### src/sv/ssac_pkg.sv
`timescale 1ns / 1ps
package ssac_pkg;

  // Sample format and configuration word widths.
  localparam int SAMPLE_W = 24;
  localparam int COEF_W = 18;
  localparam int COEFS_W = 3 * COEF_W;
  localparam int CFG_IDX_W = 4;
  localparam int CFG_DATA_W = COEFS_W;

  localparam logic signed [SAMPLE_W-1:0] S_MAX = {1'b0, {(SAMPLE_W-1){1'b1}}};
  localparam logic signed [SAMPLE_W-1:0] S_MIN = {1'b1, {(SAMPLE_W-1){1'b0}}};

  // Unity in Q1.16 and the clamp on the soft-clip argument (5.0 in Q.16).
  localparam int ONE16 = 65536;
  localparam int TANH_LIMIT = 327680;

  // Pade 7/6 tanh coefficients.
  localparam int PADE_P0 = 378;
  localparam int PADE_P1 = 17325;
  localparam int PADE_P2 = 135135;
  localparam int PADE_Q1 = 3150;
  localparam int PADE_Q2 = 62370;

  // Quotient bits produced by the restoring divider.
  localparam int DIV_STEPS = 25;
  localparam int DIV_CNT_W = $clog2(DIV_STEPS);

  // Register indexes on the configuration port.
  typedef enum logic [CFG_IDX_W-1:0] {
    REG_HP_COEFS   = 4'd0,
    REG_LP_COEFS   = 4'd1,
    REG_SMEAR      = 4'd2,
    REG_DRIVE      = 4'd3,
    REG_MIX        = 4'd4,
    REG_IN_GAIN    = 4'd5,
    REG_OUT_GAIN   = 4'd6,
    REG_BYPASS     = 4'd7
  } ssac_reg_t;

  typedef struct packed {
    logic [COEFS_W-1:0] hp_coefs;
    logic [COEFS_W-1:0] lp_coefs;
    logic [16:0]        smear;
    logic [15:0]        drive;
    logic [16:0]        mix;
    logic [15:0]        in_gain;
    logic [15:0]        out_gain;
    logic               bypass;
  } ssac_cfg_t;

  // Datapath operations issued by the sequencer.
  typedef enum logic [5:0] {
    OP_NONE, OP_LOAD, OP_DRY_MUL, OP_DRY,
    OP_BQ_B0, OP_BQ_Y, OP_BQ_A1, OP_BQ_S1, OP_BQ_A2, OP_BQ_S2,
    OP_SM_A, OP_SM_B, OP_SM, OP_ARG_MUL, OP_ARG,
    OP_X2_MUL, OP_X2, OP_P1_MUL, OP_P1, OP_P2_MUL, OP_P2,
    OP_NUM_MUL, OP_NUM, OP_Q1_MUL, OP_Q1, OP_Q2_MUL, OP_Q2,
    OP_DIV, OP_CLIP, OP_MIX_A, OP_MIX_B, OP_MIX, OP_OUT_MUL, OP_OUT
  } ssac_op_t;

  typedef enum logic [5:0] {
    S_IDLE, S_DRY_MUL, S_DRY,
    S_HP_B0, S_HP_Y, S_HP_A1, S_HP_S1, S_HP_A2, S_HP_S2,
    S_SM_A, S_SM_B, S_SM, S_ARG_MUL, S_ARG,
    S_X2_MUL, S_X2, S_P1_MUL, S_P1, S_P2_MUL, S_P2,
    S_NUM_MUL, S_NUM, S_Q1_MUL, S_Q1, S_Q2_MUL, S_Q2, S_DIV, S_CLIP,
    S_LP_B0, S_LP_Y, S_LP_A1, S_LP_S1, S_LP_A2, S_LP_S2,
    S_MIX_A, S_MIX_B, S_MIX, S_OUT_MUL, S_OUT
  } ssac_state_t;

  typedef struct packed {
    ssac_op_t op;
    logic     lp;
  } ssac_cmd_t;

  typedef struct packed {
    logic skip;
  } ssac_stat_t;

endpackage

### src/sv/ssac_ctrl.sv
`timescale 1ns / 1ps
module ssac_ctrl import ssac_pkg::*; (
  input  logic       clk,
  input  logic       rst_n,
  input  logic       in_tvalid,
  output logic       in_tready,
  output logic       out_tvalid,
  input  logic       out_tready,
  input  ssac_stat_t stat,
  output ssac_cmd_t  cmd
);

  ssac_state_t          state_r, state_nxt;
  logic [DIV_CNT_W-1:0] cnt_r, cnt_nxt;
  logic                 out_valid_r, out_valid_nxt;
  logic                 out_free;

  // The output register may be reloaded once its word is gone or leaving.
  assign out_free = !out_valid_r || out_tready;

  // Next state.
  always_comb begin
    state_nxt = state_r;
    unique case (state_r)
      S_IDLE:    if (in_tvalid) state_nxt = S_DRY_MUL;
      S_DRY_MUL: state_nxt = S_DRY;
      S_DRY:     state_nxt = stat.skip ? S_OUT_MUL : S_HP_B0;
      S_HP_B0:   state_nxt = S_HP_Y;
      S_HP_Y:    state_nxt = S_HP_A1;
      S_HP_A1:   state_nxt = S_HP_S1;
      S_HP_S1:   state_nxt = S_HP_A2;
      S_HP_A2:   state_nxt = S_HP_S2;
      S_HP_S2:   state_nxt = S_SM_A;
      S_SM_A:    state_nxt = S_SM_B;
      S_SM_B:    state_nxt = S_SM;
      S_SM:      state_nxt = S_ARG_MUL;
      S_ARG_MUL: state_nxt = S_ARG;
      S_ARG:     state_nxt = S_X2_MUL;
      S_X2_MUL:  state_nxt = S_X2;
      S_X2:      state_nxt = S_P1_MUL;
      S_P1_MUL:  state_nxt = S_P1;
      S_P1:      state_nxt = S_P2_MUL;
      S_P2_MUL:  state_nxt = S_P2;
      S_P2:      state_nxt = S_NUM_MUL;
      S_NUM_MUL: state_nxt = S_NUM;
      S_NUM:     state_nxt = S_Q1_MUL;
      S_Q1_MUL:  state_nxt = S_Q1;
      S_Q1:      state_nxt = S_Q2_MUL;
      S_Q2_MUL:  state_nxt = S_Q2;
      S_Q2:      state_nxt = S_DIV;
      S_DIV:     if (cnt_r == DIV_CNT_W'(DIV_STEPS - 1)) state_nxt = S_CLIP;
      S_CLIP:    state_nxt = S_LP_B0;
      S_LP_B0:   state_nxt = S_LP_Y;
      S_LP_Y:    state_nxt = S_LP_A1;
      S_LP_A1:   state_nxt = S_LP_S1;
      S_LP_S1:   state_nxt = S_LP_A2;
      S_LP_A2:   state_nxt = S_LP_S2;
      S_LP_S2:   state_nxt = S_MIX_A;
      S_MIX_A:   state_nxt = S_MIX_B;
      S_MIX_B:   state_nxt = S_MIX;
      S_MIX:     state_nxt = S_OUT_MUL;
      S_OUT_MUL: state_nxt = S_OUT;
      S_OUT:     if (out_free) state_nxt = S_IDLE;
      default:   state_nxt = S_IDLE;
    endcase
  end

  // Commands to the datapath.
  always_comb begin
    cmd.op = OP_NONE;
    cmd.lp = 1'b0;
    in_tready = 1'b0;
    unique case (state_r)
      S_IDLE: begin
        in_tready = 1'b1;
        if (in_tvalid) cmd.op = OP_LOAD;
      end
      S_DRY_MUL: cmd.op = OP_DRY_MUL;
      S_DRY:     cmd.op = OP_DRY;
      S_HP_B0:   cmd.op = OP_BQ_B0;
      S_HP_Y:    cmd.op = OP_BQ_Y;
      S_HP_A1:   cmd.op = OP_BQ_A1;
      S_HP_S1:   cmd.op = OP_BQ_S1;
      S_HP_A2:   cmd.op = OP_BQ_A2;
      S_HP_S2:   cmd.op = OP_BQ_S2;
      S_SM_A:    cmd.op = OP_SM_A;
      S_SM_B:    cmd.op = OP_SM_B;
      S_SM:      cmd.op = OP_SM;
      S_ARG_MUL: cmd.op = OP_ARG_MUL;
      S_ARG:     cmd.op = OP_ARG;
      S_X2_MUL:  cmd.op = OP_X2_MUL;
      S_X2:      cmd.op = OP_X2;
      S_P1_MUL:  cmd.op = OP_P1_MUL;
      S_P1:      cmd.op = OP_P1;
      S_P2_MUL:  cmd.op = OP_P2_MUL;
      S_P2:      cmd.op = OP_P2;
      S_NUM_MUL: cmd.op = OP_NUM_MUL;
      S_NUM:     cmd.op = OP_NUM;
      S_Q1_MUL:  cmd.op = OP_Q1_MUL;
      S_Q1:      cmd.op = OP_Q1;
      S_Q2_MUL:  cmd.op = OP_Q2_MUL;
      S_Q2:      cmd.op = OP_Q2;
      S_DIV:     cmd.op = OP_DIV;
      S_CLIP:    cmd.op = OP_CLIP;
      S_LP_B0: begin cmd.op = OP_BQ_B0; cmd.lp = 1'b1; end
      S_LP_Y:  begin cmd.op = OP_BQ_Y;  cmd.lp = 1'b1; end
      S_LP_A1: begin cmd.op = OP_BQ_A1; cmd.lp = 1'b1; end
      S_LP_S1: begin cmd.op = OP_BQ_S1; cmd.lp = 1'b1; end
      S_LP_A2: begin cmd.op = OP_BQ_A2; cmd.lp = 1'b1; end
      S_LP_S2: begin cmd.op = OP_BQ_S2; cmd.lp = 1'b1; end
      S_MIX_A:   cmd.op = OP_MIX_A;
      S_MIX_B:   cmd.op = OP_MIX_B;
      S_MIX:     cmd.op = OP_MIX;
      S_OUT_MUL: cmd.op = OP_OUT_MUL;
      S_OUT:     if (out_free) cmd.op = OP_OUT;
      default:   cmd.op = OP_NONE;
    endcase
  end

  // Divider step count and output valid flag.
  always_comb begin
    cnt_nxt = (state_r == S_DIV) ? cnt_r + 1'b1 : '0;
    out_valid_nxt = out_valid_r;
    if (out_tready) out_valid_nxt = 1'b0;
    if (state_r == S_OUT && out_free) out_valid_nxt = 1'b1;
  end

  always_ff @(posedge clk) begin
    if (!rst_n) begin
      state_r <= S_IDLE;
      cnt_r <= '0;
      out_valid_r <= 1'b0;
    end else begin
      state_r <= state_nxt;
      cnt_r <= cnt_nxt;
      out_valid_r <= out_valid_nxt;
    end
  end

  assign out_tvalid = out_valid_r;

  // An accepted word always starts the gain multiply.
  a_accept_start: assert property (@(posedge clk) disable iff (!rst_n)
    (in_tvalid && in_tready) |=> (state_r == S_DRY_MUL))
    else $error("accepted word did not start processing");

  a_div_count: assert property (@(posedge clk) disable iff (!rst_n)
    (state_r == S_DIV) |-> (cnt_r < DIV_CNT_W'(DIV_STEPS)))
    else $error("divider step count out of range");

  a_valid_source: assert property (@(posedge clk) disable iff (!rst_n)
    $rose(out_valid_r) |-> $past(state_r == S_OUT))
    else $error("output valid raised outside the output step");

endmodule

### config.mk
export PLATFORM = sky130hd
export DESIGN_NAME = ssac_ctrl
export DESIGN_NICKNAME = d
export VERILOG_FILES = /design/src/sv/ssac_pkg.sv /design/src/sv/ssac_ctrl.sv
export SDC_FILE = /design/constraint.sdc
export NUM_CORES = 1
export LEC_CHECK = 0
export ABC_CLOCK_PERIOD_IN_PS = 4000
export BUFFER_PORTS_ARGS = -buffer_cell sky130_fd_sc_hd__buf_2
export CAP_MARGIN = 10
export CORE_MARGIN = 2
export CORE_UTILIZATION = 55
export DETAILED_ROUTE_END_ITERATION = 7
export GPL_ROUTABILITY_DRIVEN = 0
export PLACE_DENSITY = 0.82
export SYNTH_ARGS = -nofsm -noshare
export SYNTH_HDL_FRONTEND = slang
export SYNTH_SLANG_ARGS = --single-unit
### constraint.sdc
create_clock -name clk -period 4 [get_ports clk]
set_clock_uncertainty 0.1 [all_clocks]
set_input_delay 0.8 -clock clk [delete_from_list [all_inputs] [get_ports clk]]
set_output_delay 0.8 -clock clk [all_outputs]
set_load 0.02 [all_outputs]
# After elaboration in Yosys (flattened, before gate mapping)
# Index checks and enable logic that the tools add are counted.
# word_totals
input_bits	5
ff_bits	12
elab_cells	72
# op_classes
n_reduce_logical	14
n_eq_ne	42
n_addsub	1
muxes	12
# ops
operator	n
$pmux 6 s39	1
$pmux 6 s33	1
$eq 6x5->1 const B	16
$eq 6x4->1 const B	8
$eq 6x6->1 const B	7
$mux 6	5
$eq 6x3->1 const B	4
$eq 6x2->1 const B	2
$reduce_or 2->1	6
$eq 6x1->1 const B	1
$logic_not 6->1	1
$ne 2x2->1 const B	3
$reduce_or 6->1	1
$add 5x1->5 const B	1
$eq 5x5->1 const B	1
$mux 1	5
$reduce_and 3->1	1
$reduce_and 2->1	1
$reduce_bool 2->1	1
$logic_and 1x1->1	1
$logic_not 1->1	1
$logic_or 1x1->1	1

# Logic depth before layout (Yosys ltp)
# Gate-level depths: netlist (run 1).
# depth
ltp_word	4
mapped_depth	6

# Worst setup path before layout (run 1)
# No wires, ideal clock.
# synth_path
kind	register to output
from	register state_r[4]
to	output cmd[1] (netlist bit)
path_stages_with_launch	5
path_buffers	0
setup_slack_ns	1.275
t_required_ns	3.100
arrival_time_ns	1.825
path_cell_list	dfxtp_1 > or4_1 > nor3_1 > o2bb2a_1 > o221ai_1
# synth_rtl
element	line	source
start: declaration	ssac_ctrl.sv:13	ssac_state_t state_r, state_nxt;
start signal: assignment	ssac_ctrl.sv:134	state_r <= state_nxt;
end: declaration	ssac_ctrl.sv:10	output ssac_cmd_t cmd

==> results of run 1 <==
[power groups by stage]
stage | Combinational, mW | Clock (mW) | Sequential (mW)
final | 0.507 | 0.0953 | 0.267
after global routing | 0.550 | 0.106 | 0.281
after CTS | 0.505 | 0.0981 | 0.266
after detailed placement | 0.503 | 0 | 0.268
after global placement | 0.492 | 0 | 0.264
after floorplan | 0.466 | 0 | 0.179
[layer usage]
metal | vias up | track usage | wire (um)
met1 | 441 | 0.333 | 935
met3 | 4 | 0.0720 | 165
met5 | - | 0 | 0
met4 | 0 | 0.0765 | 23
li1 | 479 | - | -
met2 | 42 | 0.368 | 949
[cell usage in the layout, fill, tap and decap left out, types with 4 or more instances in the layout]
master / count
buf_2: 13
dfxtp_1: 12
nand2_1: 11
nor2_1: 10
nand3_1: 8
nand2b_1: 7
a21oi_1: 5
o21ai_0: 5
a22oi_1: 4
o22ai_1: 4
a31oi_1: 4
[how the worst max path moves through the flow]
stage               start      to  slack (ns)  depth (start not counted)
5_1_grt        state_r[2]  cmd[5]        0.70                          5
3_5_place_dp   state_r[2]  cmd[5]        1.24                          5
4_1_cts        state_r[2]  cmd[5]        0.91                          5
3_3_place_gp   state_r[2]  cmd[5]        1.31                          5
2_1_floorplan  state_r[4]  cmd[1]        1.27                          4
6_report       state_r[2]  cmd[5]        0.89                          5
[flip-flops by register name, indices dropped and copies added (netlist names)]
name	flops
cnt_r	5
out_tvalid	1
state_r	6
[worst max-delay path: cells and delay by family (launching register included)]
family          cells  cell delay [ns]
compound gates      2             0.31
buf+inv             1             0.19
flops               1             0.80
simple gates        2             0.62
[cell type report]
type,count,area (um2)
repair buffers,13,65.1
well taps,16,20.0
clock buffers,4,36.3
inverters,3,11.3
flip-flops and latches,12,240
multi-input cells,100,636
fillers,150,533
[stage by stage]
stage / utilization / hold WS [ns] / area (um2) / cells / power [mW]
4_1_cts: 0.654 / 0.375 / 1010 / 148 / 0.869
3_3_place_gp: 0.631 / 0.347 / 972 / 144 / 0.755
6_report: 0.654 / 0.367 / 1010 / 148 / 0.870
3_5_place_dp: 0.631 / 0.359 / 972 / 144 / 0.772
5_1_grt: 0.654 / 0.400 / 1010 / 148 / 0.938
2_1_floorplan: - / 0.330 / 917 / 123 / 0.645
[kinds of logic after synthesis]
logic type | after synthesis | synth area share
muxes | 2 | 0.0246
adders and majority gates | 2 | 0.0273
DFF | 12 | 0.262
AOI/OAI and AO/OA | 35 | 0.265
xor gates and xnor gates | 5 | 0.0478
buffers and inverters | 11 | 0.0450
and+or+nand+nor | 56 | 0.329
==> flow_summary.toml, run 1 <==
[grt]
grt_pass1_wl_mm = 3.62
grt_usage = 0.243
grt_max_degree = 26
grt_pass1_vias = 820
overflow = 0
antenna_found_initial = 0

[timing]
max_slew.worst_pin.slew_ns = 0.734
grt_setup_unrepaired = "false"
setup_tns_ns = 0
worst_slack_ns = 0.889
finalHoldViolCount = 0
fin_crit_sh = 0.778
setup_viol = 0
min_period_ns = 3.11
relSlewSlack = 0.510
drv_slew = 0
clock.fmax_mhz = 321

[clock_tree]
postCtsSetupRepairBufs = 0
postCtsHoldBufs = 0
cts_tree = "built"
cts.clk_slew.worst_paths_ns = 0.08
cts_resized = 0
cts_buffers = 3
clock_latency_ns = 0.28
cts-htree-levels = 1
cts_root_buffer = "clkbuf_4"
clk_path_buf_depth = 2
cts_num_sinks = 12

[logic_synthesis]
synth_top_area_frac = 0.262
yosysTopAreaCell = "dfxtp_1"
synthFlopType = "dfxtp_1"
synth_area_um2 = 917
yosysSeqAreaShare = 0.262
ys_warn_count = 0
async_flop_share = 0
synth_nets = 130
syn_avg_cell_area_um2 = 7.46
synth-edff-count = 0
synth_area_leaders = "dfxtp_1 (26%), nand2b_1 (4.8%), nand2_1 (4.5%)"
synth_common_cells = "dfxtp_1 (12), nand2_1 (11), nor2_1 (10), clkbuf_1 (8), nand3_1 (8)"
synth_most_common_cell = "dfxtp_1"
ys_types = 39
ys_ff_latch = 12
syn_inst = 123

[pwr]
p_comb_frac = 0.583
seqPwrFrac = 0.307
intPower_mw = 0.434
p_clk_frac = 0.110
power_leakage_nw = 0.384
p_sw_frac = 0.501
p_switching_mw = 0.436
power_density_nw_per_um2 = 863
ir_drop_v = 0.000471

[critical_path]
slowest_stage = "dfxtp_1"
worstSetupStartpointType = "register"
cp_max_fo = 25
r2r_cells = 4
cp-end-kind = "primary output"
timing_worst_setup_path_type = "reg2out"
r2r_end = "state_r[4]"
r2r_setup_slack_ns = 1.88
max_stage_delay_ns = 0.80
path_cells = "nand2_1 -> or3_1 -> a21boi_0 -> o22ai_1 -> buf_2"
r2r_start = "state_r[2]"
cp.arrival_ns = 2.21
critPathRequiredTime_ns = 3.10

[placed_design]
dp_slack_ns = 1.24
io_buffers = 13
place_hpwl_mm = 1.48

[min_path]
hold_depth = 1
hold_path.class = "reg2reg"
hold_end = "cnt_r[0]"
hold_path_startpoint = "cnt_r[0]"

[drt]
routedWlPerCell_um = 14.0
drc = 0
drtAntennaViolNets = 0
via_per_inst = 6.53
drt-initial-drc-count = 32
wl_mm = 2.07
via_count = 966
drtPass1Iterations = 4

[finish]
layout.nets = 140
area_delta_synth_final_pct = 9.96
diodes = 0
drive_gt1_frac = 0.167

[floorplan]
core_area_um2 = 1540
dieHeight_um = 44.8
die_area_um2 = 2010
num_rows = 14
die_x_um = 44.8
io_pins = 14
start_util = 0.595

[status]
status = "finished, final reports clean"

[flow_run]
drv_cap = 0
Note: power is estimated with default switching activity, not from simulation.
==> run 2: changes to the inputs <==
--- a/config.mk
+++ b/config.mk
@@ -5,14 +5,14 @@
 export SDC_FILE = /design/constraint.sdc
 export NUM_CORES = 1
 export LEC_CHECK = 0
-export ABC_CLOCK_PERIOD_IN_PS = 4000
+export ABC_CLOCK_PERIOD_IN_PS = 2620
 export BUFFER_PORTS_ARGS = -buffer_cell sky130_fd_sc_hd__buf_2
 export CAP_MARGIN = 10
 export CORE_MARGIN = 2
-export CORE_UTILIZATION = 55
+export CORE_UTILIZATION = 49
 export DETAILED_ROUTE_END_ITERATION = 7
 export GPL_ROUTABILITY_DRIVEN = 0
-export PLACE_DENSITY = 0.82
+export PLACE_DENSITY = 0.77
 export SYNTH_ARGS = -nofsm -noshare
 export SYNTH_HDL_FRONTEND = slang
 export SYNTH_SLANG_ARGS = --single-unit
==> constraint.sdc (replaced) <==
create_clock -name clk -period 2.62 [get_ports clk]
set_clock_uncertainty 0.1 [all_clocks]
set_input_delay 0.524 -clock clk [delete_from_list [all_inputs] [get_ports clk]]
set_output_delay 0.524 -clock clk [all_outputs]
set_load 0.02 [all_outputs]
==> run 2 against run 1 <==
Against the previous run: critical endpoint is now cmd[1]; clock power grew 11%; total power rose by 56%; sequential share of layout area is 0.63 points lower; via count is 1.0% lower; core utilization decreased by 5.1 points; highest routed layer is now met3; critical path type unchanged; largest power group unchanged; design area grew 4.3%; worst hold slack better by 0.011 ns; largest cell class unchanged.
==> flow_summary.toml, run 2 (synthesis gave the netlist of run 1 again) <==
[floorplan]
dieHeight_um = 47.3
die_x_um = 47.3
core_area_um2 = 1750
start_util = 0.525
die_area_um2 = 2230
io_pins = 14
num_rows = 15

[drt]
drtPass1Iterations = 4
wl_mm = 2.24
routedWlPerCell_um = 13.9
via_count = 956
drt-initial-drc-count = 42
via_per_inst = 5.94
drc = 0
drtAntennaViolNets = 0

[timing]
grt_setup_unrepaired = "false"
fin_hold_ws_ns = 0.378
relSlewSlack = 0.786
drv_slew = 0
fin_crit_sh = 0.940
max_slew.worst_pin.slew_ns = 0.320
setup_viol = 0
finalHoldViolCount = 0
min_period_ns = 2.46
clock.fmax_mhz = 406
worst_slack_ns = 0.158
setup_tns_ns = 0

[critical_path]
timing_worst_setup_path_type = "reg2out"
cp_max_fo = 13
cp-end-kind = "primary output"
critPathRequiredTime_ns = 2.00
worstSetupStartpointType = "register"
cp.arrival_ns = 1.84

[min_path]
hold_path.class = "reg2reg"

[pwr]
p_sw_frac = 0.499
p_switching_mw = 0.678
seqPwrFrac = 0.240
ir_drop_v = 0.000517
intPower_mw = 0.682
power_density_nw_per_um2 = 1290
power_leakage_nw = 0.406
p_clk_frac = 0.078
power_mw = 1.36
p_comb_frac = 0.681

[flow_run]
drv_cap = 0

[clock_tree]
cts_root_buffer = "clkbuf_4"
clock_latency_ns = 0.26
cts.clk_slew.worst_paths_ns = 0.06
clk_path_buf_depth = 2
cts-htree-levels = 1
cts_num_sinks = 12
postCtsHoldBufs = 0
cts_buffers = 3
postCtsSetupRepairBufs = 0
cts_resized = 0
cts_tree = "built"

[placed_design]
io_buffers = 13
place_hpwl_mm = 1.63
placed_cells = 158
dp_slack_ns = 0.307

[finish]
largest-register = "state_r"
layout.nets = 145
fin_cells = 161
area_delta_synth_final_pct = 14.7
diodes = 0
largest_reg_flops = 6
drive_gt1_frac = 0.221
fillers = 171
final_cell_mix = "buf_2 (13), nand2_1 (11), nor2_1 (10), dfxtp_1 (9), nand3_1 (8)"
mostFrequentLayoutCell = "buf_2"

[grt]
grt_pass1_vias = 845
grt_pass1_wl_mm = 3.57
grt_usage = 0.227
grt_max_degree = 22
antenna_found_initial = 0
overflow = 0

[status]
status = "finished, final reports clean"
-- run 2: cell types whose count changed in the layout (fill, tap and decap cells not counted) --
cell / before / now
dfxtp_1: 12 / 9
nor3_1: 3 / 2
dfxtp_2: 0 / 3
nor3_2: 0 / 1
clkbuf_8: 1 / 0
buf_4: 0 / 5
-- run 2: per-layer routing --
layer | wire, um | vias up | GRT usage
li1 | - | 481 | -
met3 | 144 | 0 | 0.0808
met5 | 0 | - | 0
met4 | 0 | 0 | 0.0500
met2 | 1110 | 39 | 0.392
met1 | 983 | 436 | 0.267
-- run 2: layout make-up --
| class | instances | area [um2] | share of cell area |
|---|---|---|---|
| Multi-Input combinational cell | 100 | 641 | 0.609 |
| Clock buffer | 3 | 22.5 | 0.0214 |
| Inverter | 3 | 11.3 | 0.0107 |
| Sequential cell | 12 | 244 | 0.232 |
| Tap cell | 25 | 31.3 | 0.0297 |
| Timing Repair Buffer | 18 | 103 | 0.0975 |
-- run 2: final timing paths --
kind                                 start          to  slack, ns  depth (start not counted)
worst max-delay path            state_r[1]      cmd[1]       0.16                          5
worst min-delay path              cnt_r[0]    cnt_r[0]       0.38                          1
worst max register to register  state_r[1]  state_r[4]       0.75                          4
worst min register to register    cnt_r[0]    cnt_r[0]       0.38                          1
-- run 2: power by group through the flow --
stage          logic [mW]  registers [mW]  clock network (mW)
2_1_floorplan       0.711           0.274                   0
3_3_place_gp        0.890           0.319                   0
3_5_place_dp        0.914           0.323                   0
4_1_cts             0.916           0.318               0.112
5_1_grt              1.01           0.338               0.120
6_report            0.927           0.327               0.106
-- run 2: per-stage QoR --
stage	cell area, um2	utilization
2_1_floorplan	917	-
3_3_place_gp	1020	0.585
3_5_place_dp	1020	0.585
4_1_cts	1040	0.598
5_1_grt	1050	0.603
6_report	1050	0.603
-- run 2: worst max-delay path, stage by stage, from the launching register on --
cell and delay, ns:
dfxtp_2 0.39, or4_1 0.52, nor3_2 0.15, o2bb2a_1 0.25, o221ai_1 0.07, buf_2 0.19
==> run 3: changes to the inputs <==
--- a/config.mk
+++ b/config.mk
@@ -5,14 +5,14 @@
 export SDC_FILE = /design/constraint.sdc
 export NUM_CORES = 1
 export LEC_CHECK = 0
-export ABC_CLOCK_PERIOD_IN_PS = 2620
+export ABC_CLOCK_PERIOD_IN_PS = 3000
 export BUFFER_PORTS_ARGS = -buffer_cell sky130_fd_sc_hd__buf_2
 export CAP_MARGIN = 10
 export CORE_MARGIN = 2
-export CORE_UTILIZATION = 49
+export CORE_UTILIZATION = 55
 export DETAILED_ROUTE_END_ITERATION = 7
 export GPL_ROUTABILITY_DRIVEN = 0
-export PLACE_DENSITY = 0.77
+export PLACE_DENSITY = 0.82
 export SYNTH_ARGS = -nofsm -noshare
 export SYNTH_HDL_FRONTEND = slang
 export SYNTH_SLANG_ARGS = --single-unit
==> constraint.sdc (replaced) <==
create_clock -name clk -period 3 [get_ports clk]
set_clock_uncertainty 0.1 [all_clocks]
set_input_delay 0.45 -clock clk [delete_from_list [all_inputs] [get_ports clk]]
set_output_delay 0.45 -clock clk [all_outputs]
set_load 0.02 [all_outputs]
==> run 3 against run 2 <==
Against the previous run: sequential share of layout area is 0.61 points higher; global-route usage down 1.2 points; die area decreased by 10%; routed wire length shrank 11%; clock-buffer cell count did not move; via count decreased by 0.73%; design area decreased by 4.0%; highest routed layer unchanged.
==> flow_summary.toml, run 3 (synthesis gave the netlist of run 1 again) <==
[status]
status = "finished, final reports clean"

[clock_tree]
postCtsHoldBufs = 0
cts_root_buffer = "clkbuf_4"
clk_path_buf_depth = 2
cts_num_sinks = 12
cts_resized = 0
cts_tree = "built"
cts_buffers = 3
clock_latency_ns = 0.26
postCtsSetupRepairBufs = 0
cts.clk_slew.worst_paths_ns = 0.06
cts-htree-levels = 1

[floorplan]
die_x_um = 44.8
num_rows = 14
start_util = 0.595
die_area_um2 = 2010
io_pins = 14
dieHeight_um = 44.8
core_area_um2 = 1540

[finish]
diodes = 0
drive_gt1_frac = 0.173
largest_reg_flops = 6
largest-register = "state_r"
mostFrequentLayoutCell = "buf_2"
final_cell_mix = "buf_2 (13), dfxtp_1 (12), nand2_1 (11), nor2_1 (10), nand3_1 (8)"
area_delta_synth_final_pct = 10.1
layout.nets = 142

[critical_path]
timing_worst_setup_path_type = "reg2out"
cp_max_fo = 16
r2r_start = "state_r[4]"
worstSetupStartpointType = "register"
cp.arrival_ns = 2.06
cp-end-kind = "primary output"
path_cells = "or4_1 -> nor3_1 -> o2bb2a_1 -> o221ai_1 -> buf_2"
r2r_setup_slack_ns = 0.97
r2r_end = "state_r[4]"
max_stage_delay_ns = 0.61
r2r_cells = 4
crit_start = "state_r[4]"
timing.critical_path.to = "cmd[1]"
critPathRequiredTime_ns = 2.45
slowest_stage = "or4_1"

[min_path]
hold_depth = 1
hold_path.class = "reg2reg"

[grt]
met1_usage = 0.309
grt_use_met3 = 0.0600
grt_busiest_layer = "met2"
met2_usage = 0.336
grt_pass1_wl_mm = 3.28
grt_usage = 0.215
grt_pass1_vias = 782
grt_max_degree = 22
overflow = 0
antenna_found_initial = 0

[timing]
drv_slew = 0
finalHoldViolCount = 0
fin_crit_sh = 0.871
max_slew.worst_pin.slew_ns = 0.550
clock.fmax_mhz = 383
relSlewSlack = 0.633
setup_viol = 0
setup_tns_ns = 0
min_period_ns = 2.61
grt_setup_unrepaired = "false"

[pwr]
power_mw = 1.14
power_leakage_nw = 0.387
power_density_nw_per_um2 = 1130
ir_drop_v = 0.000756

[drt]
wl_mm = 1.99
via_per_inst = 6.37
drtPass1Iterations = 4
via_count = 949
drt-initial-drc-count = 36
drc = 0
drtAntennaViolNets = 0
routedWlPerCell_um = 13.3

[flow_run]
drv_cap = 0

[placed_design]
io_buffers = 13
place_hpwl_mm = 1.41
==> run 3: power breakdown <==
part           internal [mW]  switching, mW
clock                 0.0463         0.0455
sequential             0.196          0.133
combinational          0.321          0.395
total                  0.563          0.573
==> run 3: area by class of cell <==
| cell class | instances | area [um2] |
|---|---|---|
| sequential | 12 | 240 |
| inverter | 3 | 11.3 |
| fill | 152 | 532 |
| multi-input combinational | 100 | 636 |
| tap | 16 | 20.0 |
| clock buffer | 3 | 22.5 |
| timing repair buffer | 15 | 80.1 |
==> run 3: worst max-delay path: cells and delay by family, from the launching register on <==
family / cells / cell delay [ns]
flip-flops: 1 / 0.45
AND/OR/NAND/NOR: 2 / 0.84
AO/OA/AOI/OAI: 2 / 0.32
buffers and inverters: 1 / 0.19
==> run 3: metrics by stage <==
step	setup slack [ns]	util	hold WS [ns]	area, um2	cells
6_report	0.388	0.655	0.366	1010	149
5_1_grt	0.302	0.655	0.396	1010	149
4_1_cts	0.389	0.655	0.370	1010	149
3_5_place_dp	0.694	0.640	0.355	987	146
3_3_place_gp	0.787	0.640	0.350	987	146
2_1_floorplan	0.625	-	0.330	917	123
==> run 3: how the worst min path moves through the flow <==
| stage | startpoint | end | slack, ns |
|---|---|---|---|
| after floorplan | cnt_r[0] | cnt_r[0] | 0.33 |
| after global placement | cnt_r[0] | cnt_r[0] | 0.35 |
| after detailed placement | cnt_r[0] | cnt_r[0] | 0.36 |
| after CTS | cnt_r[0] | cnt_r[0] | 0.37 |
| after global routing | rst_n | state_r[0] | 0.40 |
| final | cnt_r[0] | cnt_r[0] | 0.37 |
==> run 3: metal layers <==
| layer | part of all wire | wire (um) |
|---|---|---|
| met4 | 0 | 0 |
| met1 | 0.48 | 958 |
| met2 | 0.42 | 826 |
| met3 | 0.10 | 201 |
| met5 | 0 | 0 |
